**config.mk**
```make
export PLATFORM = sky130hd
export DESIGN_NAME = iafd_cell
export DESIGN_NICKNAME = d
export VERILOG_FILES = /design/src/rtl/iafd_pkg.sv /design/src/rtl/iafd_cell.sv
export SDC_FILE = /design/constraint.sdc
export NUM_CORES = 1
export LEC_CHECK = 0
export ABC_AREA = 1
export BUFFER_PORTS_ARGS = -buffer_cell sky130_fd_sc_hd__buf_2
export CORE_ASPECT_RATIO = 0.8
export CORE_MARGIN = 2
export CORE_UTILIZATION = 30
export CTS_CLUSTER_SIZE = 28
export DETAILED_ROUTE_END_ITERATION = 12
export MAX_ROUTING_LAYER = met4
export PLACE_DENSITY = 0.55
export SYNTH_ARGS = -nofsm -noshare
export SYNTH_HDL_FRONTEND = slang
export SYNTH_SLANG_ARGS = --single-unit
```
**constraint.sdc**
```tcl
create_clock -name clk -period 1.7 [get_ports clk]
set_clock_uncertainty 0.1 [all_clocks]
set_input_delay 0.34 -clock clk [delete_from_list [all_inputs] [get_ports clk]]
set_output_delay 0.34 -clock clk [all_outputs]
set_load 0.05 [all_outputs]
```
**src/rtl/iafd_pkg.sv**
```systemverilog
// Shared types, constants and operation codes for the integer ALU with float divide.
`timescale 1ns / 1ps
`default_nettype none

package iafd_pkg;

    // Operand width and the derived widths of the divider chain.
    localparam int DATA_WIDTH  = 32;
    localparam int LZ_W        = $clog2(DATA_WIDTH);
    localparam int NORM_STAGES = LZ_W;
    localparam int QBITS       = 56;
    localparam int SHF_W       = 64;

    // Double-precision constants.
    localparam logic [10:0] EXP_BIAS = 11'd1023;
    localparam logic [63:0] POS_INF  = 64'h7FF0_0000_0000_0000;
    localparam logic [63:0] NEG_INF  = 64'hFFF0_0000_0000_0000;
    localparam logic [63:0] QNAN     = 64'h7FF8_0000_0000_0000;

    // Operation codes.
    typedef enum logic [2:0] {
        FN_ADD = 3'd0,
        FN_SUB = 3'd1,
        FN_MUL = 3'd2,
        FN_REM = 3'd3,
        FN_XOR = 3'd4,
        FN_OR  = 3'd5,
        FN_AND = 3'd6,
        FN_DIV = 3'd7
    } func_t;

    // Side information that travels with each beat.
    typedef struct packed {
        func_t                 func;
        logic                  a_neg;
        logic                  b_neg;
        logic                  a_zero;
        logic                  b_zero;
        logic                  fault;
        logic [DATA_WIDTH-1:0] int_res;
        logic [LZ_W-1:0]       la;
        logic [LZ_W-1:0]       lb;
    } meta_t;

    // Normaliser stage contents: raw magnitudes and normalised mantissas.
    typedef struct packed {
        logic [DATA_WIDTH-1:0] ua;
        logic [DATA_WIDTH-1:0] ub;
        logic [DATA_WIDTH-1:0] ma;
        logic [DATA_WIDTH-1:0] mb;
        meta_t                 meta;
    } norm_t;

    // Divider cell contents: partial remainder, divisor and shift word.
    typedef struct packed {
        logic [DATA_WIDTH-1:0] rem;
        logic [DATA_WIDTH-1:0] dvs;
        logic [SHF_W-1:0]      shf;
        meta_t                 meta;
    } cell_t;

    // One result beat.
    typedef struct packed {
        logic [DATA_WIDTH-1:0] int_result;
        logic [63:0]           float_bits;
        logic                  is_float;
        logic                  fault;
    } res_t;

endpackage

`default_nettype wire

```
**src/rtl/iafd_cell.sv**
```systemverilog
// One restoring-division cell: a compare, a conditional subtract and a one-bit shift.
`timescale 1ns / 1ps
`default_nettype none

module iafd_cell
    import iafd_pkg::*;
(
    input  wire logic  clk,
    input  wire logic  rst_n,
    input  wire logic  en,
    input  wire logic  in_valid,
    input  wire cell_t in_data,
    output logic       out_valid,
    output cell_t      out_data
);

    logic [DATA_WIDTH:0]   part;
    logic [DATA_WIDTH+1:0] diff;
    logic                  ge;
    cell_t                 data_next;
    logic                  valid_reg;
    cell_t                 data_reg;

    // Bring in the next dividend bit and try the subtraction.
    always_comb
    begin
        part      = {in_data.rem, in_data.shf[SHF_W-1]};
        diff      = {1'b0, part} - {2'b00, in_data.dvs};
        ge        = !diff[DATA_WIDTH+1];
        data_next = in_data;
        data_next.rem = ge ? diff[DATA_WIDTH-1:0] : part[DATA_WIDTH-1:0];
        data_next.shf = {in_data.shf[SHF_W-2:0], ge};
    end

    always_ff @(posedge clk or negedge rst_n)
    begin
        if (!rst_n)
            valid_reg <= 1'b0;
        else if (en)
            valid_reg <= in_valid;
    end

    always_ff @(posedge clk)
    begin
        if (en)
            data_reg <= data_next;
    end

    assign out_valid = valid_reg;
    assign out_data  = data_reg;

endmodule

`default_nettype wire

```
# Word level (Yosys, flattened, before mapping)
# Cells that the tools add are included.
# classes
addsub	1
muxes	1
n_reduce_logical	1
# op_table
op	n
subtractor 33 x 32 -> 34 bit	1
two-way mux 32 bit	1
zero test 1 bit	1
# totals
ff_bits	179
input_bits	182
output_inout_bits	179
elab_cells	16

# Depth between registers and ports, before layout
# logic_depth
ltp_word	2
mapped_depth	15

# Worst setup path after synthesis
# OpenSTA, ideal clock, no wires.
# synth_path
kind	input to register
startpoint	in in_data[113] (netlist bit)
endpoint	reg data_reg, in the netlist out_data[174] (data pin)
setup_ps	252
arrival_ps	1757
required_time_ps	1348
slack_ps	-409
path_stages	14
path_cell_list	inv_1 ha_1 inv_1 fa_1 nand3_1 nand3_1 nand2_1 nand2_1 nand2_1 nand2_1 nand2_1 nand3_1 nand3_2 nand2_1
# synth_lines
element	line_no	text
from (decl)	iafd_cell.sv:12	input wire cell_t in_data,
to (signal assigned)	iafd_cell.sv:46	data_reg <= data_next;
to (decl)	iafd_cell.sv:22	cell_t data_reg;

==> impl_metrics.csv <==
group,metric,value,unit
sta,hold_ws,35.6,ps
sta,slew_viol_final,0,
global_route,grt_max_degree,68,
worst_setup_path,start_kind,"input port",
power,clock_power_share,29.4,%
sta,finalWorstSetupSlack,-97.7,ps
finish,layoutNonFillerInstCount,1865,
outcome,violations,"negative setup slack",
floorplanning,die_w,192,µm
cts,cts_tree,"done",
power,total_power,14.2,mW
worst_setup_path,end_kind,"flip-flop",
cts,clkSlewWorstSetupHoldPaths,80,ps
floorplanning,dieArea,29800,µm²
power,p_int,8.99,mW
sta,setup_violations,30,
worst_setup_path,crit_path_max_fanout,4,
cts,cts_buffer_depth,2,
detailed_routing,post_drt_via_cell_ratio,4.36,
placed_design,port_buffers,360,
floorplanning,die_y,155,µm
worst_setup_path,cp.required,1790,ps
detailed_routing,wl,32000,µm
global_route,grt_pass1_wl,46100,µm
placed_design,gp_congestion,0.856,
worst_setup_path,path_class,"in2reg",
floorplanning,core,28100,µm²
cts,htreeDepth,4,
power,swShare,36.7,%
sta,max_slew_margin,72.8,%
logic_synthesis,synth_area_per_cell,10.4,µm²
detailed_routing,drt_iter0_markers,372,
global_route,grt_pass1_vias,8235,
sta,fmax,556,MHz
finish,area_growth,79.0,%
worst_setup_path,critical_path_arrival,1880,ps
logic_synthesis,syn_area,8520,µm²
finish,drive_above_1_share,52.5,%
logic_synthesis,ys_warn_count,0,
job,cap_violations,0,
logic_synthesis,synth_cell_types,32,
sta,worst_pin_slew,408,ps
detailed_routing,first_pass_iters,4,
finish,post-route-util,54.3,%
power,p_leak,7.13,nW
global_route,gr-total-overflow,0,
cts,cts_sinks,179,
logic_synthesis,seq_area_frac_synth,63.0,%
cts,insertion_delay,430,ps
outcome,status,"finished with violations",
floorplanning,ios,361,
sta,period_minus_slack,1800,ps
logic_synthesis,synth_cells,819,
finish,finalInstanceArea,15300,µm²
floorplanning,core.rowCount,55,
sta,rsz0062_at_grt,"yes",
placed_design,dp_slack,-694,ps
global_route,gr-usage-all-layers,21.3,%
power,combPwrFrac,32.4,%
sta,fin_crit_sh,106,%
finish,nets,1693,
detailed_routing,drc_errors,0,
logic_synthesis,synth-seq-cells,179,
placed_design,placed_area,12100,µm²
power,peakVddDrop,0.709,mV
cts,cts-root-buf,"clkbuf_16",
power,power_density,932,nW/µm²
floorplanning,initial_utilization,30.3,%
logic_synthesis,syn_nets,1034,
global_route,antenna_found_initial,4,
power,power_switching,5.22,mW
detailed_routing,wl_per_cell,17.2,µm
detailed_routing,ant_nets,0,
power,seqPwrFrac,38.2,%
detailed_routing,num_vias,8124,
placed_design,hpwl,23500,µm
sta,final.setup.tns,-1170,ps
sta,hold_violations,0,
cts,cts_buffers,17,
placed_design,placed_cells,1656,
worst_hold_path,hp-class,"in2reg",
[sequential cells by signal, summed over array words and instances, names as in the netlist]
signal	flops
out_valid	1
out_data	178
[cell usage after synthesis (all sizes together)]
library cell / instances / share of area, %
nand2: 270 / 12
or2: 1 / 0.073
nand3: 72 / 5.1
fa: 1 / 0.24
mux2: 1 / 0.13
nand4: 7 / 0.51
nor3: 4 / 0.29
a21oi: 19 / 1.2
edfxtp: 178 / 63
and3: 1 / 0.073
inv: 145 / 6.4
dfrtp: 1 / 0.29
and2: 10 / 0.73
nor2: 44 / 2.1
o21bai: 3 / 0.26
xor2: 15 / 1.5
nand3b: 5 / 0.44
o21ai: 1 / 0.059
buf: 9 / 0.88
ha: 32 / 4.7
[routing by layer]
layer | GRT usage, % | vias to the layer above | part of all wire [%]
met5 | - | - | 0
met4 | 6.51 | 0 | 2.2
met3 | 3.97 | 33 | 5.0
met2 | 36.3 | 234 | 50
met1 | 25.7 | 3857 | 43
li1 | - | 4000 | -
[final timing paths]
check / startpoint / endpoint / slack, ps / depth (start not counted)
worst min-delay path: in_data[128] / out_data[128] / 40 / 1
worst min register to register: out_valid / out_valid / 450 / 1
worst max-delay path: in_data[113] / out_data[162] / -100 / 15
worst max register to register: out_valid / out_valid / 830 / 1
min in group asynchronous: rst_n / out_valid / 100 / 2
max in group asynchronous: rst_n / out_valid / 1320 / 2
[layout make-up]
| class | count | area, µm² |
|---|---|---|
| fill | 2471 | 12800 |
| sequential | 179 | 5370 |
| timing repair buffer | 648 | 4590 |
| multi-input combinational | 487 | 3620 |
| inverter | 145 | 569 |
| tap | 370 | 463 |
| clock buffer | 17 | 425 |
| clock inverter | 15 | 196 |
| antenna | 4 | 10.0 |
[critical path: stages]
cell and delay [ps]:
buf_6 90, inv_4 50, ha_4 120, inv_4 30
fa_2 430, nand3_2 90, nand3_2 80, nand2_1 80
nand2_2 70, buf_6 150, nand3_2 50, nand2_2 50
xor2_1 130, nand2_1 60, nand2_1 50
[placed cells by master (no fill, tap or decap), types with 23 or more instances in the layout]
master / instances
inv_1: 107
nand3_2: 23
edfxtp_1: 178
dlygate4sd3_1: 141
nand3_1: 43
ha_4: 31
buf_4: 128
buf_2: 347
inv_2: 31
nand2_2: 75
nand2_4: 23
nand2_1: 170
[power by group through the flow]
stage | Clock, mW | Combinational (mW) | Sequential [mW]
floorplan | 0 | 0.989 | 6.97
global placement | 0 | 3.82 | 5.52
detailed placement | 0 | 3.84 | 5.53
CTS | 4.34 | 4.37 | 5.43
global route | 4.45 | 4.87 | 5.47
finish | 4.18 | 4.60 | 5.43
[timing repair]
item / in CTS / in global routing
hold endpoints to repair: 138 / 3
cloned: 2 / 1
gates resized for setup: 108 / 122
hold buffers: 138 / 3
pin swaps: 50 / 72
setup endpoints to repair: 33 / 33
buffers inserted: 16 / 13
[logic make-up (layout without fill, tap and decap cells)]
kind of cell | after synthesis | after routing | synth area share [%]
buffers and inverters | 154 | 825 | 7.27
adders and majority gates | 33 | 33 | 4.94
xor gates and xnor gates | 15 | 15 | 1.54
muxes | 1 | 1 | 0.132
and+or+nand+nor | 414 | 415 | 21.6
DFF | 179 | 179 | 63.0
AOI/OAI and AO/OA | 23 | 23 | 1.48
other | 0 | 4 | 0
Power figures use the tool's default switching activity.
