<file path="config.mk">
export PLATFORM = sky130hd
export DESIGN_NAME = iafd_norm
export DESIGN_NICKNAME = d
export VERILOG_FILES = /design/src/rtl/iafd_pkg.sv /design/src/rtl/iafd_norm.sv
export SDC_FILE = /design/constraint.sdc
export NUM_CORES = 1
export LEC_CHECK = 0
export ABC_CLOCK_PERIOD_IN_PS = 1800
export BUFFER_PORTS_ARGS = -buffer_cell sky130_fd_sc_hd__clkbuf_2
export CORE_ASPECT_RATIO = 0.8
export CORE_MARGIN = 10
export CORE_UTILIZATION = 50
export DETAILED_ROUTE_END_ITERATION = 8
export PLACE_DENSITY = 0.71
export SLEW_MARGIN = 20
export SYNTH_ARGS = -nofsm -noshare
export SYNTH_HDL_FRONTEND = slang
export SYNTH_SLANG_ARGS = --single-unit
</file>
<file path="constraint.sdc">
create_clock -name clk -period 1.8 [get_ports clk]
set_input_delay 0.27 -clock clk [delete_from_list [all_inputs] [get_ports clk]]
set_output_delay 0.27 -clock clk [all_outputs]
set_load 0.005 [all_outputs]
</file>
<file path="src/rtl/iafd_pkg.sv">
// Shared types, constants and operation codes for the integer ALU with float divide.
`timescale 1ns / 1ps
`default_nettype none

package iafd_pkg;

    // Operand width and the derived widths of the divider chain.
    localparam int DATA_WIDTH  = 32;
    localparam int LZ_W        = $clog2(DATA_WIDTH);
    localparam int NORM_STAGES = LZ_W;
    localparam int QBITS       = 56;
    localparam int SHF_W       = 64;

    // Double-precision constants.
    localparam logic [10:0] EXP_BIAS = 11'd1023;
    localparam logic [63:0] POS_INF  = 64'h7FF0_0000_0000_0000;
    localparam logic [63:0] NEG_INF  = 64'hFFF0_0000_0000_0000;
    localparam logic [63:0] QNAN     = 64'h7FF8_0000_0000_0000;

    // Operation codes.
    typedef enum logic [2:0] {
        FN_ADD = 3'd0,
        FN_SUB = 3'd1,
        FN_MUL = 3'd2,
        FN_REM = 3'd3,
        FN_XOR = 3'd4,
        FN_OR  = 3'd5,
        FN_AND = 3'd6,
        FN_DIV = 3'd7
    } func_t;

    // Side information that travels with each beat.
    typedef struct packed {
        func_t                 func;
        logic                  a_neg;
        logic                  b_neg;
        logic                  a_zero;
        logic                  b_zero;
        logic                  fault;
        logic [DATA_WIDTH-1:0] int_res;
        logic [LZ_W-1:0]       la;
        logic [LZ_W-1:0]       lb;
    } meta_t;

    // Normaliser stage contents: raw magnitudes and normalised mantissas.
    typedef struct packed {
        logic [DATA_WIDTH-1:0] ua;
        logic [DATA_WIDTH-1:0] ub;
        logic [DATA_WIDTH-1:0] ma;
        logic [DATA_WIDTH-1:0] mb;
        meta_t                 meta;
    } norm_t;

    // Divider cell contents: partial remainder, divisor and shift word.
    typedef struct packed {
        logic [DATA_WIDTH-1:0] rem;
        logic [DATA_WIDTH-1:0] dvs;
        logic [SHF_W-1:0]      shf;
        meta_t                 meta;
    } cell_t;

    // One result beat.
    typedef struct packed {
        logic [DATA_WIDTH-1:0] int_result;
        logic [63:0]           float_bits;
        logic                  is_float;
        logic                  fault;
    } res_t;

endpackage

`default_nettype wire

</file>
<file path="src/rtl/iafd_norm.sv">
// Pipelined leading-zero normaliser for both operand magnitudes.
`timescale 1ns / 1ps
`default_nettype none

module iafd_norm
    import iafd_pkg::*;
(
    input  wire logic  clk,
    input  wire logic  rst_n,
    input  wire logic  en,
    input  wire logic  in_valid,
    input  wire norm_t in_data,
    output logic       out_valid,
    output norm_t      out_data
);

    norm_t stage_data  [NORM_STAGES];
    logic  stage_valid [NORM_STAGES];

    for (genvar k = 0; k < NORM_STAGES; k++) begin : g_stage
        localparam int SH = (DATA_WIDTH / 2) >> k;

        norm_t src;
        logic  src_valid;
        norm_t data_next;
        norm_t data_reg;
        logic  valid_reg;

        if (k == 0) begin : g_first
            assign src       = in_data;
            assign src_valid = in_valid;
        end
        else begin : g_rest
            assign src       = stage_data[k-1];
            assign src_valid = stage_valid[k-1];
        end

        // Shift each mantissa by this stage's amount when its top bits are all zero.
        always_comb
        begin
            data_next = src;
            if (src.ma[DATA_WIDTH-1 -: SH] == '0)
            begin
                data_next.ma      = src.ma << SH;
                data_next.meta.la = src.meta.la | LZ_W'(SH);
            end
            if (src.mb[DATA_WIDTH-1 -: SH] == '0)
            begin
                data_next.mb      = src.mb << SH;
                data_next.meta.lb = src.meta.lb | LZ_W'(SH);
            end
        end

        always_ff @(posedge clk or negedge rst_n)
        begin
            if (!rst_n)
                valid_reg <= 1'b0;
            else if (en)
                valid_reg <= src_valid;
        end

        always_ff @(posedge clk)
        begin
            if (en)
                data_reg <= data_next;
        end

        assign stage_data[k]  = data_reg;
        assign stage_valid[k] = valid_reg;
    end

    assign out_valid = stage_valid[NORM_STAGES-1];
    assign out_data  = stage_data[NORM_STAGES-1];

endmodule

`default_nettype wire

</file>
# == Word-level counts from Yosys, hierarchy flattened ==
# Cells that the tools add are included.
# classes
n_mux,10
n_reduce_logical,8
# op_table
operator,n
$mux 32,8
$mux 31,2
$logic_not 16->1,2
$logic_not 8->1,2
$logic_not 4->1,2
$logic_not 2->1,2
# word_totals
word_cells,110
inputBits,182
regBits,895
out_inout_bits,179

# == Longest topological paths before layout ==
# logic_depth
depth_word,2
ltp_mapped,5
depth_no_buf,3

# == Worst setup path after synthesis ==
# No wires, ideal clock.
# synth_path
path_kind,reg2reg
from,reg g_stage[0].data_reg[110] (netlist name)
to,reg g_stage[1].data_reg[100] (netlist name) (data pin)
synth_period_minus_slack_ns,1.936
t_required_ns,1.540
setup_ns,0.260
path_stages_with_launch,5
n_path_buf,1
slack_ns,-0.136
arrival_ns,1.676
path_cell_list,edfxtp_1 > or4_4 > nor3_4 > buf_6 > mux2_2
# synth_rtl
element,line_no,source
"start, declared",iafd_norm.sv:26,norm_t data_reg;
"start signal, assigned",iafd_norm.sv:65,data_reg <= data_next;
"end signal, assigned",iafd_norm.sv:65,
"end, declared",iafd_norm.sv:26,

==> impl_metrics.py <==
metrics = {
    "run_status": {
        "status": "finished, violations left",
        "violations": "negative setup slack",
    },
    "sta": {
        "holdWs_ns": 0.166,
        "worst_pin_slew_ns": 0.654,
        "slew_headroom": 0.560,
        "max_freq_mhz": 491,
        "finalSetupTns_ns": -6.80,
        "rsz0062_at_grt": "yes",
        "drv_slew": 0,
        "worst_clock_skew_ns": 0.0143,
        "min_period_over_period": 1.13,
        "finalSetupViolCount": 45,
        "setup_ws_ns": -0.238,
        "report.final.hold_viol_count": 0,
        "min_period_ns": 2.04,
    },
    "yosys": {
        "synth_top_family_by_area": "multiplexers",
        "synth_top_area_share": 0.880,
        "synthXorXnorAreaFrac": 0,
        "yosys-top-cells-area": "edfxtp_1 (88%), mux2_2 (7.4%), a21o_1 (1.4%), and2_1 (0.89%), dfrtp_1 (0.41%)",
        "synth_fp_nets": 1474,
        "muxShareOfSynthArea": 0.0738,
        "ys_types": 22,
        "ys_seq_area_frac": 0.885,
        "synthAdderAreaFrac": 0,
        "netlist_area_mm2": 0.0304,
        "syn_inst": 1292,
        "synth.largest_area_cell": "edfxtp_1",
        "postSynthAreaPerCell_um2": 23.5,
        "synth_compound_area_frac": 0.0150,
        "ys_warn_count": 0,
        "ys_ff_latch": 895,
        "synth-simple-area-share": 0.0212,
    },
    "worst_setup_path": {
        "endpoint_kind": "register",
        "critPathKind": "register to register",
        "arrival_ns": 2.41,
        "start_kind": "register",
        "critPathMaxFanout": 6,
        "rr_worst_depth": 5,
        "cp_data_required_time_ns": 2.17,
    },
    "placement": {
        "routabilityCongestion": 0.832,
        "place_ws_ns": -0.173,
        "port-buffer-count": 360,
        "place_hpwl_mm": 35.0,
        "dp_cells": 2451,
    },
    "drt": {
        "dr.pass1.iters": 5,
        "wl_per_cell_um": 20.5,
        "final_antenna_net_count": 0,
        "drc": 0,
        "wirelength_mm": 57.3,
        "vias": 13900,
        "via_per_inst": 4.98,
        "drt_iter0_drc": 1150,
    },
    "finish": {
        "final_cells": 2796,
        "layout-area-overhead-vs-synth_pct": 27.1,
        "nets": 2134,
        "fill_cells": 3859,
        "drive_above_1_share": 0.379,
        "largest_reg_flops": 712,
    },
    "global_routing": {
        "grt_first_pass_wirelength_mm": 85.7,
        "grt_start_max_net_pins": 98,
        "grt_use_total": 0.157,
        "grt_overflow_total": 0,
        "grt_pass1_vias": 14400,
        "antenna_found_initial": 5,
    },
    "clock_tree": {
        "cts_made_buffers": 82,
        "cts_root_buf": "clkbuf_16",
        "clkSinkCount": 895,
        "cts_tree": "done",
        "cts_buffer_depth": 3,
        "insertion_delay_ns": 0.62,
        "path_clk_slew_ns": 0.06,
        "h-tree-depth": 3,
    },
    "floorplanning": {
        "die_height_um": 240,
        "die_x_um": 295,
        "initial_core_util": 0.507,
        "io_pins": 361,
        "core_area_mm2": 0.0599,
        "die-area_mm2": 0.0710,
        "rows": 80,
    },
    "hold_path": {
        "hold-path-cell-count": 2,
        "hold_class": "input port to register",
    },
    "run": {
        "maxCapViolCount": 0,
    },
    "power_and_ir_drop": {
        "ir_drop_mv": 0.667,
        "power.density_mw_per_mm2": 1160,
        "leakagePower_nw": 14.3,
    },
}
## through the flow
stage / util / area (um2) / power (mW)
after floorplan: - / 30400 / 26.0
after detailed placement: 0.562 / 33600 / 27.5
after global routing: 0.644 / 38600 / 46.5
final: 0.645 / 38600 / 44.9
after CTS: 0.639 / 38200 / 45.2
after global placement: 0.562 / 33600 / 27.4
## metal layers
layer  vias to the layer above  share of wire  global-route usage
met1                      6834           0.41               0.201
met4                         4          0.029              0.0599
met3                       133          0.059              0.0382
li1                       6474              -                   -
met2                       470           0.50               0.258
met5                         -        0.00047                   0
## layout by cell type (no fill, tap or decap), drive strengths merged
master | Yosys | final
clkinv | 0 | 33
edfxtp | 890 | 890
nand2 | 3 | 3
inv | 4 | 7
o21ai | 4 | 4
mux2 | 199 | 199
clkinvlp | 0 | 4
nand2b | 5 | 5
diode | 0 | 5
or4 | 1 | 1
dlygate4sd3 | 0 | 181
nor2b | 20 | 20
nor4 | 12 | 12
and4 | 2 | 2
and2 | 43 | 43
nand4 | 2 | 2
nor2 | 3 | 3
or3 | 1 | 1
buf | 12 | 64
or2 | 7 | 7
dfrtp | 5 | 5
a21o | 58 | 58
nor3 | 1 | 1
clkbuf | 20 | 456
bufinv | 0 | 11
## worst max-delay path: stages (launching register included)
cell and delay (ns):
edfxtp_1 0.40, or4_4 0.57, nor3_4 0.22, buf_12 0.15, clkbuf_16 0.15, mux2_4 0.30
## report_power, final
| part | switching, mW | leakage (nW) | total (mW) | internal, mW |
|---|---|---|---|---|
| Sequential | 0.560 | 8.77 | 25.2 | 24.7 |
| Combinational | 1.07 | 4.23 | 2.26 | 1.19 |
| Clock | 7.30 | 1.32 | 17.4 | 10.1 |
## synth_stat cells
master,number
nor4_1,10
o21ai_0,4
mux2_2,199
or3_1,1
buf_6,2
nor2_1,3
clkbuf_1,20
nor4_2,2
buf_2,10
nor3_4,1
and4_1,2
nand2b_1,5
dfrtp_1,5
nor2b_1,20
inv_1,4
or2_2,7
and2_1,43
nand2_1,3
a21o_1,58
edfxtp_1,890
nand4_1,2
or4_4,1
## final timing paths
kind	startpoint	endpoint	slack, ns
max	g_stage[0].data_reg[112]	g_stage[1].data_reg[104]	-0.24
min	en	g_stage[3].data_reg[166]	0.17
max reg2reg	g_stage[0].data_reg[112]	g_stage[1].data_reg[104]	-0.24
min reg2reg	g_stage[1].data_reg[14]	g_stage[2].data_reg[14]	0.41
max in group asynchronous	rst_n	g_stage[2].valid_reg	1.02
min in group asynchronous	rst_n	g_stage[0].valid_reg	0.59
## cell type report
cell class                      count  area (um2)  area share
Sequential cell                   895       26900       0.696
Timing Repair Buffer              608        4480       0.116
Multi-Input combinational cell    361        3510      0.0911
Clock buffer                       93        2110      0.0548
Tap cell                          779         975      0.0253
Clock inverter                     51         617      0.0160
Inverter                            4        15.0    0.000389
Antenna cell                        5        12.5    0.000324
## cell families after synthesis
| kind of cell | count (synthesis) |
|---|---|
| buffers and inverters | 36 |
| DFF | 895 |
| AOI/OAI and AO/OA | 62 |
| and+or+nand+nor | 100 |
| muxes | 199 |
## what timing repair did
action,4_1_cts,5_1_grt
resized for setup,6,41
endpoints found under the hold margin,184,0
buffers inserted,0,12
pin swaps,0,8
gates cloned,0,4
setup endpoints to repair,35,40
hold buffers,181,0
No activity file was read; power rests on OpenSTA's default activity.
